--- config.mk ---
export PLATFORM = sky130hd
export DESIGN_NAME = rotation_code_nibble_decrypt
export DESIGN_NICKNAME = d
export VERILOG_FILES = /design/src/rcnd_pkg.sv /design/src/rcnd_lane.sv /design/src/rcnd_merge.sv /design/src/rcnd_codebook.sv /design/src/rotation_code_nibble_decrypt.sv
export SDC_FILE = /design/constraint.sdc
export NUM_CORES = 2
export LEC_CHECK = 0
export BUFFER_PORTS_ARGS = -buffer_cell sky130_fd_sc_hd__buf_2
export CORE_MARGIN = 10
export CORE_UTILIZATION = 40
export CTS_BUF_LIST = sky130_fd_sc_hd__clkbuf_8 sky130_fd_sc_hd__clkbuf_16
export DETAILED_ROUTE_END_ITERATION = 16
export HOLD_SLACK_MARGIN = 0.08
export SKIP_LAST_GASP = 1
export SLEW_MARGIN = 15
export SYNTH_ARGS = -nofsm -noshare
export SYNTH_HDL_FRONTEND = slang
export SYNTH_SLANG_ARGS = --single-unit
--- constraint.sdc ---
create_clock -name clk -period 5.2 [get_ports clk]
set_input_delay 0.26 -clock clk [delete_from_list [all_inputs] [get_ports clk]]
set_output_delay 0.26 -clock clk [all_outputs]
set_load 0.005 [all_outputs]
--- src/rcnd_pkg.sv ---
// Shared types, constants and helpers for the rotation-code nibble decryptor.
`timescale 1ns / 1ps
`default_nettype none
package rcnd_pkg;

  localparam int unsigned WORD_W        = 16;
  localparam int unsigned CODE_BITS_DEF = 16;
  localparam int unsigned OFFSET_W      = 4;
  localparam int unsigned NIBBLE_W      = 4;
  localparam int unsigned GROUPS        = 4;
  localparam int unsigned GROUP_W       = 2;
  localparam int unsigned TABLE_W       = 64;
  localparam int unsigned LANES         = 16;
  localparam int unsigned LANE_PAIRS    = LANES / 2;
  localparam int unsigned REG_INDEX_W   = 3;
  localparam int unsigned BYTE_W        = 8;

  // Register map: base codes first, inverse codebooks after them.
  localparam logic [REG_INDEX_W-1:0] REG_BASE_CODE_0     = 3'd0;
  localparam logic [REG_INDEX_W-1:0] REG_INVERSE_TABLE_0 = 3'd4;

  // One candidate: a rotated word and the rotation count that produced it.
  typedef struct packed {
    logic [WORD_W-1:0]   value;
    logic [OFFSET_W-1:0] offset;
  } cand_t;

  // Decode result of one cipher word.
  typedef struct packed {
    logic                ok;
    logic [NIBBLE_W-1:0] nibble;
  } dec_t;

  // Keep the left (lower rotation) candidate unless the right one is strictly smaller.
  function automatic cand_t pick_min(input cand_t left, input cand_t right);
    pick_min = (right.value < left.value) ? right : left;
  endfunction

endpackage
`default_nettype wire

--- src/rcnd_lane.sv ---
// One lane pair: two right rotations of a word, the smaller one registered.
`timescale 1ns / 1ps
`default_nettype none
module rcnd_lane #(
  parameter int unsigned CODE_BITS = rcnd_pkg::CODE_BITS_DEF,
  parameter int unsigned PAIR      = 0
) (
  input  wire logic                        clk,
  input  wire logic [rcnd_pkg::WORD_W-1:0] word,
  output rcnd_pkg::cand_t                  cand
);

  // Lanes past the word width repeat rotation zero; ties keep the lower lane.
  localparam int unsigned ROT_A = (2 * PAIR < CODE_BITS) ? 2 * PAIR : 0;
  localparam int unsigned ROT_B = (2 * PAIR + 1 < CODE_BITS) ? 2 * PAIR + 1 : 0;

  logic [CODE_BITS-1:0]   w;
  logic [2*CODE_BITS-1:0] doubled;
  rcnd_pkg::cand_t        cand_a;
  rcnd_pkg::cand_t        cand_b;
  rcnd_pkg::cand_t        cand_next;

  assign w       = word[CODE_BITS-1:0];
  assign doubled = {w, w};

  always_comb begin
    cand_a = '0;
    cand_b = '0;
    cand_a.value[CODE_BITS-1:0] = doubled[ROT_A +: CODE_BITS];
    cand_b.value[CODE_BITS-1:0] = doubled[ROT_B +: CODE_BITS];
    cand_a.offset = rcnd_pkg::OFFSET_W'(ROT_A);
    cand_b.offset = rcnd_pkg::OFFSET_W'(ROT_B);
    cand_next = rcnd_pkg::pick_min(cand_a, cand_b);
  end

  always_ff @(posedge clk) begin
    cand <= cand_next;
  end

endmodule
`default_nettype wire

--- src/rcnd_merge.sv ---
// Registered minimum tree over the lane pair results of one word.
`timescale 1ns / 1ps
`default_nettype none
module rcnd_merge (
  input  wire logic      clk,
  input  rcnd_pkg::cand_t cand [rcnd_pkg::LANE_PAIRS],
  output rcnd_pkg::cand_t best
);

  localparam int unsigned L1 = rcnd_pkg::LANE_PAIRS / 2;
  localparam int unsigned L2 = L1 / 2;

  rcnd_pkg::cand_t lvl1 [L1];
  rcnd_pkg::cand_t lvl2_next [L2];
  rcnd_pkg::cand_t lvl2 [L2];
  rcnd_pkg::cand_t best_next;

  // Two tree levels, then a register.
  always_comb begin
    for (int i = 0; i < L1; i++) begin
      lvl1[i] = rcnd_pkg::pick_min(cand[2*i], cand[2*i+1]);
    end
    for (int i = 0; i < L2; i++) begin
      lvl2_next[i] = rcnd_pkg::pick_min(lvl1[2*i], lvl1[2*i+1]);
    end
  end

  always_ff @(posedge clk) begin
    lvl2 <= lvl2_next;
  end

  // Final level; ties keep the left side, the lower rotation.
  always_comb begin
    best_next = lvl2[0];
    for (int i = 1; i < L2; i++) begin
      best_next = rcnd_pkg::pick_min(best_next, lvl2[i]);
    end
  end

  always_ff @(posedge clk) begin
    best <= best_next;
  end

endmodule
`default_nettype wire

--- src/rcnd_codebook.sv ---
// Base code match and inverse codebook lookup for one word.
`timescale 1ns / 1ps
`default_nettype none
module rcnd_codebook (
  input  wire logic                         clk,
  input  rcnd_pkg::cand_t                   best,
  input  wire logic [rcnd_pkg::WORD_W-1:0]  base_code [rcnd_pkg::GROUPS],
  input  wire logic [rcnd_pkg::TABLE_W-1:0] inverse_table [rcnd_pkg::GROUPS],
  output rcnd_pkg::dec_t                    dec
);

  logic                          hit;
  logic [rcnd_pkg::GROUP_W-1:0]  group;
  rcnd_pkg::dec_t                dec_next;

  // Lowest-numbered matching group wins: scan downward so it is written last.
  always_comb begin
    hit   = 1'b0;
    group = '0;
    for (int g = rcnd_pkg::GROUPS - 1; g >= 0; g--) begin
      if (base_code[g] == best.value) begin
        hit   = 1'b1;
        group = rcnd_pkg::GROUP_W'(g);
      end
    end
    dec_next.ok     = hit;
    dec_next.nibble = hit ? inverse_table[group][best.offset * rcnd_pkg::NIBBLE_W +:
                                                 rcnd_pkg::NIBBLE_W]
                          : '0;
  end

  always_ff @(posedge clk) begin
    dec <= dec_next;
  end

endmodule
`default_nettype wire

--- src/rotation_code_nibble_decrypt.sv ---
// Top level: config registers, rotation lanes, merge trees and codebook lookup.
//
//   channel   ports                                   handshake
//   request   cipher_high, cipher_low, last_pair      start, busy
//   result    plain_byte, fail, last_byte             done (one cycle)
//   config    wr_index, wr_data                       wr_en
//
// One request is taken every cycle while busy is low; done rises with the result,
// both held in the last pipeline register. The pipeline registers, in order, are
// the lane pairs, two tree stages, then the codebook lookup. busy is high only
// during reset, which clears the config registers and the pipeline valid bits.
// The result side has no stall, so nothing in the pipeline ever waits.
`timescale 1ns / 1ps
`default_nettype none
module rotation_code_nibble_decrypt #(
  parameter int unsigned CODE_BITS = rcnd_pkg::CODE_BITS_DEF
) (
  input  wire logic                             clk,
  input  wire logic                             rst,
  input  wire logic                             start,
  output      logic                             busy,
  input  wire logic [rcnd_pkg::WORD_W-1:0]      cipher_high,
  input  wire logic [rcnd_pkg::WORD_W-1:0]      cipher_low,
  input  wire logic                             last_pair,
  output      logic                             done,
  output      logic [rcnd_pkg::BYTE_W-1:0]      plain_byte,
  output      logic                             fail,
  output      logic                             last_byte,
  input  wire logic                             wr_en,
  input  wire logic [rcnd_pkg::REG_INDEX_W-1:0] wr_index,
  input  wire logic [rcnd_pkg::TABLE_W-1:0]     wr_data
);

  localparam int unsigned DEPTH = 4;

  logic [rcnd_pkg::WORD_W-1:0]  base_code     [rcnd_pkg::GROUPS];
  logic [rcnd_pkg::TABLE_W-1:0] inverse_table [rcnd_pkg::GROUPS];

  logic             accept;
  logic [DEPTH-1:0] valid;
  logic [DEPTH-1:0] last;

  rcnd_pkg::cand_t cand_hi [rcnd_pkg::LANE_PAIRS];
  rcnd_pkg::cand_t cand_lo [rcnd_pkg::LANE_PAIRS];
  rcnd_pkg::cand_t best_hi;
  rcnd_pkg::cand_t best_lo;
  rcnd_pkg::dec_t  dec_hi;
  rcnd_pkg::dec_t  dec_lo;

  assign busy   = rst;
  assign accept = start && !busy;

  always_ff @(posedge clk) begin
    if (rst) begin
      for (int g = 0; g < rcnd_pkg::GROUPS; g++) begin
        base_code[g]     <= '0;
        inverse_table[g] <= '0;
      end
    end else if (wr_en) begin
      if (wr_index < rcnd_pkg::REG_INVERSE_TABLE_0) begin
        base_code[rcnd_pkg::GROUP_W'(wr_index - rcnd_pkg::REG_BASE_CODE_0)] <=
          wr_data[rcnd_pkg::WORD_W-1:0];
      end else begin
        inverse_table[rcnd_pkg::GROUP_W'(wr_index - rcnd_pkg::REG_INVERSE_TABLE_0)] <= wr_data;
      end
    end
  end

  // Advance request markers alongside the datapath.
  always_ff @(posedge clk) begin
    if (rst) begin
      valid <= '0;
    end else begin
      valid <= {valid[DEPTH-2:0], accept};
    end
  end

  always_ff @(posedge clk) begin
    last <= {last[DEPTH-2:0], last_pair};
  end

  for (genvar p = 0; p < rcnd_pkg::LANE_PAIRS; p++) begin : g_lane
    rcnd_lane #(.CODE_BITS(CODE_BITS), .PAIR(p)) u_lane_hi (
      .clk  (clk),
      .word (cipher_high),
      .cand (cand_hi[p])
    );
    rcnd_lane #(.CODE_BITS(CODE_BITS), .PAIR(p)) u_lane_lo (
      .clk  (clk),
      .word (cipher_low),
      .cand (cand_lo[p])
    );
  end

  rcnd_merge u_merge_hi (.clk(clk), .cand(cand_hi), .best(best_hi));
  rcnd_merge u_merge_lo (.clk(clk), .cand(cand_lo), .best(best_lo));

  rcnd_codebook u_codebook_hi (
    .clk           (clk),
    .best          (best_hi),
    .base_code     (base_code),
    .inverse_table (inverse_table),
    .dec           (dec_hi)
  );

  rcnd_codebook u_codebook_lo (
    .clk           (clk),
    .best          (best_lo),
    .base_code     (base_code),
    .inverse_table (inverse_table),
    .dec           (dec_lo)
  );

  // Drop the byte to zero when either word found no group.
  assign done       = valid[DEPTH-1];
  assign fail       = !(dec_hi.ok && dec_lo.ok);
  assign plain_byte = (dec_hi.ok && dec_lo.ok) ? {dec_hi.nibble, dec_lo.nibble} : '0;
  assign last_byte  = last[DEPTH-1];

`ifndef SYNTHESIS
  a_done_follows_accept: assert property (@(posedge clk) disable iff (rst)
    done |-> $past(accept, DEPTH))
    else $error("result strobe does not match accepted request");

  a_last_carried: assert property (@(posedge clk) disable iff (rst)
    done |-> last_byte == $past(last_pair, DEPTH))
    else $error("last marker lost in pipeline");

  a_fail_zero_byte: assert property (@(posedge clk) disable iff (rst)
    done && fail |-> plain_byte == '0)
    else $error("failed decode produced nonzero byte");

  a_offset_range: assert property (@(posedge clk) disable iff (rst)
    valid[DEPTH-2] |-> (32'(best_hi.offset) < CODE_BITS) && (32'(best_lo.offset) < CODE_BITS))
    else $error("rotation offset beyond word width");
`endif

endmodule
`default_nettype wire
==> impl_metrics.py <==
metrics = {
    "run_status": {
        "status": "completed",
    },
    "floorplanning": {
        "row_count": 112,
        "die_area_um2": 106000,
        "die_h_um": 326,
        "start_util": 0.402,
        "io_pins": 116,
        "core_um2": 93000,
        "die_w_um": 326,
    },
    "timing": {
        "setup_viol": 0,
        "rsz0062_at_grt": "no",
        "fmax_mhz": 216,
        "fin_skew_ns": 0.0330,
        "worstMarginPinSlew_ns": 1.20,
        "fin_ws_ns": 0.566,
        "finalSetupTns_ns": 0,
        "final_hold_viol_count": 0,
        "finalCriticalPeriod_ns": 4.63,
        "fin_crit_sh": 0.891,
        "slew_headroom": 0.199,
        "final-max-slew-violation-count": 0,
        "whs_ns": 0.0906,
    },
    "grt": {
        "grt_util_all_layers": 0.215,
        "grt_max_degree": 119,
        "grt_pass1_wl_um": 181000,
        "grt_pass1_vias": 30600,
        "antenna_found_initial": 4,
        "gr-total-overflow": 0,
    },
    "clock_network": {
        "cts_tree": "built",
        "cts_made_buffers": 83,
        "clock_path_buffers": 3,
        "cts_root_buf": "clkbuf_16",
        "cts.sinks": 726,
        "cts_resized": 0,
        "clk_pin_slew_worst_paths_ns": 0.06,
        "cts_htree_levels": 3,
        "clk_latency_ns": 0.67,
    },
    "cells_and_area": {
        "area_growth_pct": 15.1,
        "fin_util": 0.463,
        "regArea_um2": 14500,
        "final_area_um2": 43100,
        "mostFrequentLayoutCells": "nand2_1 (984), dfxtp_1 (726), a21oi_1 (462), mux2i_1 (351), o21ai_0 (343)",
        "final_common_cell": "nand2_1",
        "multiInputGateArea_um2": 21000,
        "fillers": 9077,
        "final_layout_size_suffix_gt1_frac": 0.0860,
        "final_nets": 4934,
    },
    "synthesis": {
        "ys_seq_area_frac": 0.388,
        "ys_async_sr_fraction": 0,
        "synth_nets": 4855,
        "avgSynthCellArea_um2": 8.33,
        "netlist_area_um2": 37400,
        "synth_warnings": 0,
        "synth_cells": 4493,
        "synth_cell_types": 68,
        "ys_ff_latch": 726,
        "ys.flop_type": "dfxtp_1",
        "synth_edf_count": 0,
    },
    "setup_path": {
        "required_ns": 5.76,
        "path_max_fanout": 17,
        "start_kind": "flip-flop",
        "cp_data_arrival_time_ns": 5.20,
        "end_kind": "flip-flop",
        "r2r_slack_ns": 0.57,
        "critPathKind": "reg2reg",
    },
    "route": {
        "drc": 0,
        "dr.pass1.iters": 7,
        "vias_per_cell": 5.37,
        "vias": 31700,
        "drt-wirelength-per-cell_um": 20.2,
        "drtAntennaViolNets": 0,
        "drtIter0Drc": 2854,
        "routed_wl_um": 119000,
    },
    "flow_run": {
        "maxCapViolations": 0,
    },
    "placed_design": {
        "post-place-ws_ns": 0.624,
        "place.gp.congestion": 0.889,
        "place_area_um2": 39200,
        "hpwl_um": 81200,
        "numPortBuffers": 115,
    },
    "hold_path": {
        "hold_path_class": "in2reg",
    },
    "power": {
        "vdd_drop_max_v": 0.000250,
        "p_per_area_nw_per_um2": 461,
        "p_leak_nw": 19.9,
    },
}
## Yosys cell counts (all sizes together) (25+ instances only)
cell	instances	area [um^2]
nand2	984	3690
dfxtp	726	14500
a21oi	475	2380
o21ai	399	2000
mux2i	351	3510
ha	258	3230
inv	244	916
clkbuf	228	872
a22oi	104	781
xor2	96	841
a21o	91	683
nor2	67	251
buf	62	437
nand4	51	325
mux2	47	529
nand3	36	180
o31a	32	280
xnor2	32	280
nand2b	31	194
nor4	28	246
nor2b	25	156
## power breakdown
group	switching, W	internal, W
combinational	0.00367	0.00271
clock	0.00253	0.00362
sequential	0.000894	0.00644
total	0.00710	0.0128
## sequential cells by signal, indices dropped and copies added (netlist names)
register,cells
g_lane.u_lane_lo.cand,136
u_codebook_lo.dec,5
u_merge_lo.lvl2,38
g_lane.u_lane_hi.cand,136
u_merge_hi.lvl2,38
inverse_table,256
u_codebook_hi.dec,5
u_merge_hi.best,20
valid,4
last,4
base_code,64
u_merge_lo.best,20
## through the flow
| step | cells | total power (W) |
|---|---|---|
| 3_5_place_dp | 5643 | 0.0137 |
| 2_1_floorplan | 4493 | 0.0115 |
| 4_1_cts | 5895 | 0.0199 |
| 6_report | 5897 | 0.0199 |
| 3_3_place_gp | 5642 | 0.0136 |
| 5_1_grt | 5895 | 0.0210 |
## cell type report
type	count	area share
multi-input cells	3233	0.488
flip-flops and latches	726	0.337
clock buffers	95	0.0520
repair buffers	284	0.0498
well taps	1254	0.0364
inverters	244	0.0213
clock inverters	59	0.0149
diodes	2	0.000116
## final timing paths
| kind | start | end | depth (start not counted) |
|---|---|---|---|
| worst max register to register | g_lane[0].u_lane_hi.cand[9] | u_merge_hi.lvl2[39] | 22 |
| worst min-delay path | rst | inverse_table[173] | 2 |
| worst min register to register | last[0] | last[1] | 0 |
| worst max-delay path | g_lane[0].u_lane_hi.cand[9] | u_merge_hi.lvl2[39] | 22 |
## cell families (layout without fill, tap and decap cells)
kind of cell	count (synthesis)	count (layout)	synth area share
other	0	2	0
XOR/XNOR	128	128	0.0299
AND/OR/NAND/NOR	1267	1267	0.143
AO/OA/AOI/OAI	1172	1172	0.179
adder cells (fa/ha/maj)	258	258	0.0862
multiplexers	408	408	0.114
flip-flops	726	726	0.388
buffers and inverters	534	682	0.0594
## routing by layer
layer	vias up	track usage	part of all wire
met4	0	0.0724	0.028
met5	-	0	0
met3	211	0.0282	0.057
met1	15000	0.284	0.45
li1	15600	-	-
met2	887	0.357	0.47
## timing repair
action	CTS	global route
setup endpoints to repair	0	0
hold buffers	98	0
setup buffers	0	0
hold endpoints to repair	564	0
## worst max-delay path: stages (launching register included)
cell and delay, ns:
dfxtp_1 0.30, inv_1 0.04, ha_1 0.29, a21o_1 0.16, a21o_1 0.17, a21oi_1 0.14
o31a_1 0.13, o41a_1 0.15, o2bb2ai_2 0.34, nor2_1 0.08, a21oi_1 0.39, ha_1 0.34
a21o_1 0.18, a21o_1 0.17, a21oi_1 0.16, nor2b_1 0.06, o21ai_0 0.14, nand2b_1 0.08
a21oi_1 0.15, nor2b_1 0.09, a311oi_4 0.48, buf_4 0.30, mux2i_1 0.22
(Power assumes the default switching activity.)
